**config.mk**
```make
export PLATFORM = sky130hd
export DESIGN_NAME = fixed_chunk_pool_allocator_unit_flat
export DESIGN_NICKNAME = d
export VERILOG_FILES = /design/src/hw/rtl/fcpa_pkg.sv /design/src/hw/rtl/fcpa_if.sv /design/src/hw/rtl/fcpa_ram.sv /design/src/hw/rtl/fixed_chunk_pool_allocator_unit.sv /design/src/flat_wrapper.sv
export SDC_FILE = /design/constraint.sdc
export NUM_CORES = 2
export LEC_CHECK = 0
export ABC_AREA = 1
export ABC_CLOCK_PERIOD_IN_PS = 11300
export BUFFER_PORTS_ARGS = -buffer_cell sky130_fd_sc_hd__buf_2
export CORE_MARGIN = 2
export CORE_UTILIZATION = 45
export DETAILED_ROUTE_END_ITERATION = 12
export GPL_ROUTABILITY_DRIVEN = 0
export SLEW_MARGIN = 20
export SYNTH_ARGS = -nofsm -noshare
export SYNTH_HDL_FRONTEND = slang
export SYNTH_SLANG_ARGS = --single-unit
```
**constraint.sdc**
```tcl
create_clock -name clk -period 11.3 [get_ports clk]
set_clock_uncertainty 0.05 [all_clocks]
set_input_delay 1.13 -clock clk [delete_from_list [all_inputs] [get_ports clk]]
set_output_delay 1.13 -clock clk [all_outputs]
set_load 0.05 [all_outputs]
```
**src/hw/rtl/fcpa_pkg.sv**
```systemverilog
// Shared constants, codes and types of the fixed chunk pool allocator.
package fcpa_pkg;

  // Pool geometry
  localparam int POOL_CHUNKS = 256;
  localparam int IDX_W       = $clog2(POOL_CHUNKS);
  localparam int LINK_W      = $clog2(POOL_CHUNKS + 1);

  // Field widths
  localparam int CPB_W    = 9;
  localparam int CB_W     = 13;
  localparam int CIDX_W   = 8;
  localparam int STATUS_W = 2;
  localparam int OFS_W    = 20;
  localparam int CMP_W    = ((LINK_W > CPB_W) ? LINK_W : CPB_W) + 1;
  localparam int PROD_W   = CMP_W + CB_W;

  localparam logic [LINK_W-1:0] END_MARK = LINK_W'(POOL_CHUNKS);
  localparam logic [CMP_W-1:0]  END_CMP  = CMP_W'(POOL_CHUNKS);

  // Configuration port
  localparam int CFG_IDX_W  = 1;
  localparam int CFG_DATA_W = 13;
  localparam logic [CFG_IDX_W-1:0] REG_CHUNKS_PER_BLOCK = 1'd0;
  localparam logic [CFG_IDX_W-1:0] REG_CHUNK_BYTES      = 1'd1;
  localparam logic [CPB_W-1:0] CPB_RESET = 9'd8;
  localparam logic [CB_W-1:0]  CB_RESET  = 13'd16;

  typedef enum logic {
    CMD_ALLOC   = 1'b0,
    CMD_RELEASE = 1'b1
  } cmd_t;

  typedef enum logic [STATUS_W-1:0] {
    STATUS_ALLOC     = 2'd0,
    STATUS_RELEASE   = 2'd1,
    STATUS_EXHAUSTED = 2'd2
  } status_t;

  typedef enum logic [2:0] {
    S_IDLE,
    S_CARVE,
    S_READ,
    S_POP,
    S_FINISH
  } state_t;

endpackage

```
**src/hw/rtl/fcpa_if.sv**
```systemverilog
// Request, response and configuration channel interfaces of the allocator.
interface fcpa_req_if import fcpa_pkg::*; ();
  logic              valid;
  logic              ready;
  logic              command;
  logic [CIDX_W-1:0] chunk_index;

  modport source (output valid, output command, output chunk_index, input ready);
  modport sink   (input valid, input command, input chunk_index, output ready);
endinterface

interface fcpa_rsp_if import fcpa_pkg::*; ();
  logic                valid;
  logic                ready;
  logic [STATUS_W-1:0] status;
  logic [CIDX_W-1:0]   granted_index;
  logic [OFS_W-1:0]    byte_offset;

  modport source (output valid, output status, output granted_index, output byte_offset,
                  input ready);
  modport sink   (input valid, input status, input granted_index, input byte_offset,
                  output ready);
endinterface

interface fcpa_cfg_if import fcpa_pkg::*; ();
  logic                  valid;
  logic                  ready;
  logic [CFG_IDX_W-1:0]  index;
  logic [CFG_DATA_W-1:0] data;

  modport source (output valid, output index, output data, input ready);
  modport sink   (input valid, input index, input data, output ready);
endinterface

```
**src/hw/rtl/fcpa_ram.sv**
```systemverilog
// Generic single-write, single-read RAM with registered read data.
module fcpa_ram #(
  parameter int WIDTH = 9,
  parameter int DEPTH = 256
) (
  input  logic                     clk,
  input  logic                     we,
  input  logic [$clog2(DEPTH)-1:0] waddr,
  input  logic [WIDTH-1:0]         wdata,
  input  logic [$clog2(DEPTH)-1:0] raddr,
  output logic [WIDTH-1:0]         rdata
);

  logic [WIDTH-1:0] mem [DEPTH];

  always_ff @(posedge clk) begin
    if (we) begin
      mem[waddr] <= wdata;
    end
    rdata <= mem[raddr];
  end

endmodule

```
**src/hw/rtl/fixed_chunk_pool_allocator_unit.sv**
```systemverilog
// Fixed chunk pool allocator: LIFO free list in a link RAM, carved block by block.
//
// One request is worked at a time; req.ready is high only while the sequencer is idle.
// A release is accepted, then loaded into the response register. An allocate
// that finds the free list non-empty steps through accept, link RAM read, pop and offset
// multiply, response load. When the list is empty, the allocate first writes one link per
// cycle through the single RAM write port, chunks_per_block links in all for the block
// (a block size of 0 counts as 1); if the block no longer fits in the pool, it answers
// exhausted. The response is held in its own register, so the next request is taken while
// a result still waits on rsp. No clearing pass after reset.
module fixed_chunk_pool_allocator_unit import fcpa_pkg::*; (
  input logic       clk,
  input logic       rst,
  fcpa_req_if.sink  req,
  fcpa_rsp_if.source rsp,
  fcpa_cfg_if.sink  cfg
);

  state_t state, state_next;

  logic [LINK_W-1:0] head;
  logic [LINK_W-1:0] carved;
  logic [LINK_W-1:0] carve_ptr;
  logic [CPB_W-1:0]  chunks_per_block;
  logic [CB_W-1:0]   chunk_bytes;

  logic [STATUS_W-1:0] res_status;
  logic [CIDX_W-1:0]   res_index;
  logic [OFS_W-1:0]    res_offset;

  logic              rsp_valid;
  logic [STATUS_W-1:0] rsp_status;
  logic [CIDX_W-1:0] rsp_index;
  logic [OFS_W-1:0]  rsp_offset;

  logic              mem_we;
  logic [IDX_W-1:0]  mem_waddr;
  logic [LINK_W-1:0] mem_wdata;
  logic [IDX_W-1:0]  mem_raddr;
  logic [LINK_W-1:0] mem_rdata;

  logic              req_fire;
  logic              slot_free;
  logic [CMP_W-1:0]  rel_ext;
  logic              rel_ok;
  logic [CMP_W-1:0]  blk_n;
  logic [CMP_W-1:0]  room;
  logic              fits;
  logic              head_empty;
  logic [LINK_W-1:0] carve_inc;
  logic              carve_last;
  logic [CMP_W-1:0]  carved_sum;
  logic [PROD_W-1:0] product;
  logic [CMP_W-1:0]  head_ext;

  assign req.ready  = (state == S_IDLE);
  assign cfg.ready  = 1'b1;
  assign req_fire   = req.valid && req.ready;
  assign slot_free  = !rsp_valid || rsp.ready;

  assign rel_ext    = CMP_W'(req.chunk_index);
  assign rel_ok     = rel_ext < END_CMP;
  assign blk_n      = (chunks_per_block == '0) ? CMP_W'(1) : CMP_W'(chunks_per_block);
  assign room       = END_CMP - CMP_W'(carved);
  assign fits       = blk_n <= room;
  assign carved_sum = CMP_W'(carved) + blk_n;
  assign head_empty = (head == END_MARK);
  assign carve_inc  = carve_ptr + LINK_W'(1);
  // carved already holds the end of the block being linked
  assign carve_last = (carve_inc == carved);
  assign head_ext   = CMP_W'(head);
  assign product    = PROD_W'(head_ext) * PROD_W'(chunk_bytes);

  fcpa_ram #(
    .WIDTH (LINK_W),
    .DEPTH (POOL_CHUNKS)
  ) u_link_ram (
    .clk   (clk),
    .we    (mem_we),
    .waddr (mem_waddr),
    .wdata (mem_wdata),
    .raddr (mem_raddr),
    .rdata (mem_rdata)
  );

  // Next state
  always_comb begin
    state_next = state;
    case (state)
      S_IDLE: begin
        if (req_fire) begin
          if (req.command == CMD_RELEASE) begin
            state_next = S_FINISH;
          end else if (!head_empty) begin
            state_next = S_READ;
          end else if (fits) begin
            state_next = S_CARVE;
          end else begin
            state_next = S_FINISH;
          end
        end
      end
      S_CARVE: begin
        if (carve_last) begin
          state_next = S_READ;
        end
      end
      S_READ:   state_next = S_POP;
      S_POP:    state_next = S_FINISH;
      S_FINISH: begin
        if (slot_free) begin
          state_next = S_IDLE;
        end
      end
      default:  state_next = S_IDLE;
    endcase
  end

  // Link RAM control
  always_comb begin
    mem_we    = 1'b0;
    mem_waddr = rel_ext[IDX_W-1:0];
    mem_wdata = head;
    mem_raddr = head_ext[IDX_W-1:0];
    case (state)
      S_IDLE: begin
        mem_we = req_fire && (req.command == CMD_RELEASE) && rel_ok;
      end
      S_CARVE: begin
        mem_we    = 1'b1;
        mem_waddr = carve_ptr[IDX_W-1:0];
        mem_wdata = carve_last ? END_MARK : carve_inc;
      end
      default: begin
        mem_we = 1'b0;
      end
    endcase
  end

  always_ff @(posedge clk) begin
    if (rst) begin
      state            <= S_IDLE;
      head             <= END_MARK;
      carved           <= '0;
      chunks_per_block <= CPB_RESET;
      chunk_bytes      <= CB_RESET;
      rsp_valid        <= 1'b0;
    end else begin
      state <= state_next;

      if (cfg.valid && cfg.ready) begin
        case (cfg.index)
          REG_CHUNKS_PER_BLOCK: chunks_per_block <= cfg.data[CPB_W-1:0];
          REG_CHUNK_BYTES:      chunk_bytes      <= cfg.data[CB_W-1:0];
          default:              chunks_per_block <= chunks_per_block;
        endcase
      end

      case (state)
        S_IDLE: begin
          if (req_fire) begin
            if (req.command == CMD_RELEASE) begin
              if (rel_ok) begin
                head <= rel_ext[LINK_W-1:0];
              end
            end else if (head_empty && fits) begin
              // Claim the block now; the links follow one per cycle
              head      <= carved;
              carve_ptr <= carved;
              carved    <= carved_sum[LINK_W-1:0];
            end
          end
        end
        S_CARVE: begin
          carve_ptr <= carve_inc;
        end
        S_POP: begin
          head <= (mem_rdata < END_MARK) ? mem_rdata : END_MARK;
        end
        default: begin
          head <= head;
        end
      endcase

      if (state == S_FINISH && slot_free) begin
        rsp_valid <= 1'b1;
      end else if (rsp_valid && rsp.ready) begin
        rsp_valid <= 1'b0;
      end
    end
  end

  // Result payload
  always_ff @(posedge clk) begin
    if (state == S_IDLE && req_fire) begin
      res_index  <= '0;
      res_offset <= '0;
      res_status <= (req.command == CMD_RELEASE) ? STATUS_RELEASE : STATUS_EXHAUSTED;
    end
    if (state == S_POP) begin
      res_status <= STATUS_ALLOC;
      res_index  <= head_ext[CIDX_W-1:0];
      res_offset <= product[OFS_W-1:0];
    end
    if (state == S_FINISH && slot_free) begin
      rsp_status <= res_status;
      rsp_index  <= res_index;
      rsp_offset <= res_offset;
    end
  end

  assign rsp.valid         = rsp_valid;
  assign rsp.status        = rsp_status;
  assign rsp.granted_index = rsp_index;
  assign rsp.byte_offset   = rsp_offset;

endmodule
```
**src/flat_wrapper.sv**
```systemverilog
// flat-port wrapper written by rule: the top's interface ports become plain ports
module fixed_chunk_pool_allocator_unit_flat import fcpa_pkg::*;
  (clk, rst, req_valid, req_command, req_chunk_index, req_ready, rsp_valid, rsp_status, rsp_granted_index, rsp_byte_offset, rsp_ready, cfg_valid, cfg_index, cfg_data, cfg_ready);
  fcpa_req_if req_i ();
  fcpa_rsp_if rsp_i ();
  fcpa_cfg_if cfg_i ();
  input logic clk;
  input logic rst;
  input wire logic [$bits(req_i.valid)-1:0] req_valid;
  input wire logic [$bits(req_i.command)-1:0] req_command;
  input wire logic [$bits(req_i.chunk_index)-1:0] req_chunk_index;
  output wire logic [$bits(req_i.ready)-1:0] req_ready;
  output wire logic [$bits(rsp_i.valid)-1:0] rsp_valid;
  output wire logic [$bits(rsp_i.status)-1:0] rsp_status;
  output wire logic [$bits(rsp_i.granted_index)-1:0] rsp_granted_index;
  output wire logic [$bits(rsp_i.byte_offset)-1:0] rsp_byte_offset;
  input wire logic [$bits(rsp_i.ready)-1:0] rsp_ready;
  input wire logic [$bits(cfg_i.valid)-1:0] cfg_valid;
  input wire logic [$bits(cfg_i.index)-1:0] cfg_index;
  input wire logic [$bits(cfg_i.data)-1:0] cfg_data;
  output wire logic [$bits(cfg_i.ready)-1:0] cfg_ready;
  assign req_i.valid = req_valid;
  assign req_i.command = req_command;
  assign req_i.chunk_index = req_chunk_index;
  assign req_ready = req_i.ready;
  assign rsp_valid = rsp_i.valid;
  assign rsp_status = rsp_i.status;
  assign rsp_granted_index = rsp_i.granted_index;
  assign rsp_byte_offset = rsp_i.byte_offset;
  assign rsp_i.ready = rsp_ready;
  assign cfg_i.valid = cfg_valid;
  assign cfg_i.index = cfg_index;
  assign cfg_i.data = cfg_data;
  assign cfg_ready = cfg_i.ready;
  fixed_chunk_pool_allocator_unit u_core (.clk(clk), .rst(rst), .req(req_i), .rsp(rsp_i), .cfg(cfg_i));
endmodule
```
# Word-level counts from Yosys, hierarchy flattened
# Memories as Yosys holds them, arrays and structs flattened. A register that Yosys moved wholly into a read port is not among the register bits.
# Cells that the tools add are included.
[word_totals]
word_cells = 88
regBits = 113
memories = 1
mem_bits_rw = 2304
[memory_table]
columns = ["memory", "words", "word_bits", "read_ports", "rd_ports_with_merged_regs", "write_ports", "line", "source"]
rows = [
  ["u_core.u_link_ram.mem", 256, 9, 1, 1, 1, "fcpa_ram.sv:14", "logic [WIDTH-1:0] mem [DEPTH];"],
]
[op_classes]
n_lt_le_gt_ge = 3
mul = 1
muxes = 30
n_eq_ne = 13
reduce_logical = 21
n_bitwise = 3
n_addsub = 3
[op_table]
columns = ["op", "count"]
rows = [
  ["9-bit 2-to-1 mux", 10],
  ["20-bit 2-to-1 mux", 2],
  ["9-bit case mux with 2 select lines", 2],
  ["8-bit 2-to-1 mux", 3],
  ["9-bit by 13-bit multiplier with 20-bit output", 1],
  ["3-bit 2-to-1 mux", 6],
  ["3-bit case mux with 5 select lines", 1],
  ["10-bit less-or-equal comparator", 1],
  ["9-bit by 9-bit subtractor with 10-bit output, first input constant", 1],
  ["9-bit by 1-bit adder with 9-bit output, second input constant", 1],
  ["9-bit adder", 1],
  ["9-bit == test", 1],
  ["9-bit == test, second input constant", 1],
  ["9-bit logical NOT", 1],
  ["8-bit by 9-bit < comparator with 1-bit output, second input constant", 1],
  ["9-bit < comparator, second input constant", 1],
  ["4-bit AND reduction", 2],
  ["2-bit nonzero test", 4],
  ["1-bit logical AND", 7],
  ["3-bit by 2-bit == test with 1-bit output, second input constant", 2],
  ["2-bit inequality test, second input constant", 3],
  ["3-bit inequality test, second input constant", 2],
  ["5-bit AND reduction", 1],
  ["1-bit 2-to-1 mux", 4],
  ["11 further kinds", 15],
]

# Logic depth before layout (Yosys ltp)
[depth]
depth_word = 8
depth_mapped = 27
mapped_depth_nobuf = 21

# Cells and area by module
# Synthesis repeated with hierarchy kept, for this count alone.
[hier_totals]
cells_unflattened = 9007
hier_area_um2 = 102892.4
[modules_own_cells]
columns = ["mod", "seq_area_each_um2", "cells_each", "n_inst", "area_per_inst_um2"]
rows = [
  ["fcpa_ram", 69366.5, 7826, 1, 93519.7],
  ["fixed_chunk_pool_allocator_unit", 2932.8, 1181, 1, 9372.7],
]

# Least setup slack after synthesis
# Ideal clock, no wire load.
[synth_timing]
kind = "register to register"
startpoint = "reg u_core.carve_ptr[0]"
endpoint = "mem u_core.u_link_ram.mem[0][3], data pin"
path_buffers = 0
t_required_ps = 9664
slack_ps = 1246
arrival_ps = 8418
path_stages_with_launch = 12
setup_ps = 1586
cell_sequence = "edfxtp_1 -> ha_1 -> nand2_1 -> nor2_1 -> nand4_1 -> nand2_1 -> nand2_1 -> nand2_1 -> inv_1 -> nand4_1 -> inv_1 -> o22ai_1"
[synth_between]
elab_chain_len = 4
[synth_lines]
columns = ["item", "line", "source"]
rows = [
  ["start: declaration", "fixed_chunk_pool_allocator_unit.sv:23", "logic [LINK_W-1:0] carve_ptr;"],
  ["start signal: assignment", "fixed_chunk_pool_allocator_unit.sv:169", "carve_ptr <= carved;"],
  ["start signal: assignment", "fixed_chunk_pool_allocator_unit.sv:175", "carve_ptr <= carve_inc;"],
  ["9-bit by 1-bit adder with 9-bit output (*)", "fixed_chunk_pool_allocator_unit.sv:68", "assign carve_inc = carve_ptr + LINK_W'(1);"],
  ["9-bit == test", "fixed_chunk_pool_allocator_unit.sv:70", "assign carve_last = (carve_inc == carved);"],
  ["9-bit 2-to-1 mux (*)", "fixed_chunk_pool_allocator_unit.sv:132", "mem_wdata = carve_last ? END_MARK : carve_inc;"],
  ["9-bit 2-to-1 mux (*)", "fixed_chunk_pool_allocator_unit.sv:125", "case (state)"],
  ["net u_core.mem_wdata[3]", "fixed_chunk_pool_allocator_unit.sv:38", "logic [LINK_W-1:0] mem_wdata;"],
  ["end: declaration", "fcpa_ram.sv:14", ""],
]
# Mark *: on every way through the listed nets, which the timed path passes. The rest lies on a longest branch.

# Worst setup path in the final report
[layout_timing]
startpoint = "reg u_core.head[3]"
endpoint = "reg u_core.res_offset[19], data pin"
[layout_between]
elab_chain_len = 2
[layout_lines]
columns = ["item", "line", "source"]
rows = [
  ["start: declaration", "fixed_chunk_pool_allocator_unit.sv:21", "logic [LINK_W-1:0] head;"],
  ["start signal: assignment", "fixed_chunk_pool_allocator_unit.sv:164", "head <= rel_ext[LINK_W-1:0];"],
  ["start signal: assignment", "fixed_chunk_pool_allocator_unit.sv:168", "head <= carved;"],
  ["start signal: assignment", "fixed_chunk_pool_allocator_unit.sv:178", "head <= (mem_rdata < END_MARK) ? mem_rdata : END_MARK;"],
  ["9-bit by 13-bit multiplier with 20-bit output", "fixed_chunk_pool_allocator_unit.sv:72", "assign product = PROD_W'(head_ext) * PROD_W'(chunk_bytes);"],
  ["20-bit 2-to-1 mux", "fixed_chunk_pool_allocator_unit.sv:200", "if (state == S_POP) begin"],
  ["end signal: assignment", "fixed_chunk_pool_allocator_unit.sv:203", "res_offset <= product[OFS_W-1:0];"],
  ["end: declaration", "fixed_chunk_pool_allocator_unit.sv:29", "logic [OFS_W-1:0] res_offset;"],
]
# Every way passes these cells.
# A chain may end at the register's enable or synchronous reset.

==> results.md <==
- Nets@finish: 8697
- Core Footprint: 225000 µm²
- Initial antenna violation count: 7
- Sequential cell area: 72300 µm²
- IO Pins: 61
- Hold buffers post-CTS: 0
- Largest net degree at the start of global routing: 205
- Syn_nets: 8861
- Hold Startpoint: u_core.res_index[1]$_SDFFCE_PN0P_
- Sequential area share after synthesis: 0.707
- Slowest cell on crit path: dfxtp_4
- Post-DRT Antenna Nets: 0
- Vias in the first global route: 63350
- Combinational power share: 0.380
- Area Overhead vs Synth: 9.62%
- DP Cell Count: 11293
- Fmax: 0.166 GHz
- Via count: 67114
- Cell internal pwr: 18.6 mW
- Tot Pwr: 31.6 mW
- Critical path class: register to register
- Cell taking the most area after synthesis: edfxtp_1
- Final wirelength: 290000 µm
- Starting density of the core: 0.454
- CP required: 11.90 ns
- R2R Path Start: u_core.head[3]$_SDFFE_PP0P_
- Crit path DAT: 6.61 ns
- Hold path cells: 0
- Post CTS Setup Buffer Count: 0
- Switching Fraction: 0.411
- Pwr dens: 282 nW/µm²
- Cell variety after synth: 51
- Synth top area share: 0.697
- Slew headroom: 0.188
- Clock Sinks: 2426
- H-tree levels: 4
- Switching Power: 13.0 mW
- Inserted Clock Buffers: 234
- Final Hold Fails: 0
- Number of setup violations in the final report: 0
- CP cell instances: buf_4, buf_4, nand2_1, inv_1, fa_1, fa_1, fa_1, inv_1, fa_1, inv_1, ha_1, nand2_1, nor2_1, inv_1, or2_2, nand4_1, nand2_1, nand3_1, xor2_1, nor2_1
- Die Y: 481 µm
- CTS tree: done
- Clock Power Share: 0.239
- Max Root-Sink Buffers: 3
- CP max stage delay: 0.83 ns
- Type of origin of the critical path: register
- CP max FO: 42
- Setup TNS: 0 ns
- Via density per instance: 5.72
- Max VDD drop: 0.395 mV
- DRT Pass-1 Iters: 9
- DRT iter0 DRCs: 8799
- CTS root buf: clkbuf_16
- Synth area leaders: edfxtp_1 (70%), nand2_1 (6.4%), nor2_1 (4.6%)
- Tcrit/Tclk final: 0.533
- Global Route Usage Sum: 0.247
- Worst r2r path cells: 20
- Flop pwr share: 0.382
- Count of final max-slew check failures: 0
- Layout cells sized above 1: 0.0674
- Post-Layout Cell Count: 11737
- Yosys reg bits: 2426
- Die Area: 231000 µm²
- CTS resizes: 0
- Least-Margin Pin Slew: 1.21 ns
- Pleak: 39.0 nW
- Row cnt: 174
- DRC viols: 0
- Clk_lat worst skew: 0.91 ns
- Worst Setup SP: u_core.head[3]$_SDFFE_PP0P_
- Worst Setup End Kind: register
- Clk slew on worst S/H paths: 0.06 ns
- Filler Cells Inserted: 19584
- First-pass GRT wire length: 425000 µm
- Mapped Area: 102000 µm²
- Synth Warn #: 0
- Status: finished clean
- Die W: 481 µm
- Final global-route overflow total: 0
- HPWL after DPL: 158000 µm
- Min Tclk post-route: 6.02 ns
- Avg WL per Cell: 24.7 µm
- Port bufs: 59
- Post-Synthesis Cells: 8701
- Area of the multi-input gates: 26100 µm²
- Post-synthesis area per instance: 11.7 µm²
- Unrepaired setup endpoints after global routing: false
- Total of max-cap violations: 0
- Hold Crit Class: register to register
-- routing by layer --
| metal | global-route usage | share of wire | up-vias |
|---|---|---|---|
| met1 | 0.351 | 0.42 | 33400 |
| met2 | 0.383 | 0.46 | 2975 |
| met3 | 0.0497 | 0.092 | 463 |
| li1 | - | - | 30274 |
| met4 | 0.0757 | 0.030 | 2 |
| met5 | 0 | 0.000024 | - |
-- cell type report --
type                    instances  area share
multi-input cells            5377       0.233
well taps                    2992      0.0334
clock inverters               131     0.00889
repair buffers                163      0.0118
clock buffers                 306      0.0561
inverters                     335      0.0115
flip-flops and latches       2426       0.646
diodes                          7    0.000156
-- sequential cells by signal, indices dropped and copies added, names as in the netlist --
register	flops
u_core.res_index	8
u_core.head	9
u_core.state	3
u_core.rsp.granted_index	8
u_core.res_offset	20
u_core.rsp.byte_offset	20
u_core.chunks_per_block	9
u_core.u_link_ram.rdata	9
u_core.carved	9
u_core.u_link_ram.mem	2304
u_core.carve_ptr	9
u_core.rsp.status	2
u_core.res_status	2
u_core.chunk_bytes	13
u_core.rsp.valid	1
-- power by group through the flow --
stage / sequential, mW / combinational [mW] / clock (mW)
floorplan: 12.8 / 7.18 / 0
global placement: 12.2 / 11.7 / 0
detailed placement: 12.2 / 11.8 / 0
CTS: 12.0 / 11.9 / 7.60
global route: 12.1 / 12.9 / 7.94
finish: 12.0 / 12.0 / 7.53
-- worst max-delay path: cells and delay by family, from the launching register on --
| kind | cells | cell delay (ns) |
|---|---|---|
| adder cells (fa/ha/maj) | 5 | 2.24 |
| flip-flops | 1 | 0.83 |
| buffers and inverters | 6 | 1.47 |
| AND/OR/NAND/NOR | 8 | 0.99 |
| XOR/XNOR | 1 | 0.16 |
-- kinds of logic after synthesis --
logic type               Yosys count  synth area share
AO/OA/AOI/OAI                   1536            0.0827
XOR/XNOR                          22           0.00189
adder cells (fa/ha/maj)          132            0.0219
buffers and inverters            898            0.0392
flip-flops                      2426             0.707
multiplexers                      11           0.00108
other                              1         0.0000367
AND/OR/NAND/NOR                 3675             0.146
-- metrics by stage --
step,hold WS (ns),util,setup WS (ns),instance area (µm²)
final,0.346,0.497,5.28,112000
after global routing,0.346,0.497,5.00,112000
after CTS,0.358,0.497,5.32,112000
after detailed placement,0.355,0.465,5.30,105000
after global placement,0.353,0.465,5.26,105000
after floorplan,0.350,-,1.25,102000
-- layout by cell type (no fill, tap or decap), types with 29 or more instances in the layout --
master	instances
o211ai_1	94
clkbuf_1	61
nand2_1	1738
fa_1	78
nand3_1	519
ha_1	54
buf_2	59
o22ai_1	218
clkbuf_16	238
clkinv_2	33
edfxtp_1	2371
nor3_1	76
o21ai_0	785
a21oi_1	325
buf_4	84
nand2_2	29
dfxtp_1	48
inv_1	318
nor2_1	1242
clkinv_1	68
-- synthesized netlist by cell type (all sizes together) --
| library cell | number |
|---|---|
| edfxtp | 2371 |
| nand2 | 1769 |
| nor2 | 1261 |
| o21ai | 812 |
| nand3 | 524 |
| buf | 378 |
| inv | 334 |
| a21oi | 326 |
| o22ai | 226 |
| clkbuf | 185 |
| o211ai | 94 |
| nor3 | 82 |
| fa | 78 |
| dfxtp | 55 |
| ha | 54 |
| a21boi | 27 |
| nand4 | 20 |
| xor2 | 18 |
| a211oi | 17 |
| or2 | 15 |
| mux2i | 11 |
| a31oi | 8 |
| a32oi | 8 |
| o2111ai | 7 |
| o21a | 4 |
| o221ai | 4 |
| xnor2 | 4 |
| a21o | 2 |
| nor4 | 2 |
| and3 | 1 |
| clkinv | 1 |
| conb | 1 |
| nand3b | 1 |
| o21bai | 1 |
-- path summary, 6_finish.rpt --
path	to	slack (ns)
worst max-delay path	u_core.res_offset[19]$_SDFFCE_PN0P_	5.28
worst min-delay path	u_core.rsp.granted_index[1]$_DFFE_PP_	0.35
worst max register to register	u_core.res_offset[19]$_SDFFCE_PN0P_	5.28
worst min register to register	u_core.rsp.granted_index[1]$_DFFE_PP_	0.35
Power figures use the tool's default switching activity.
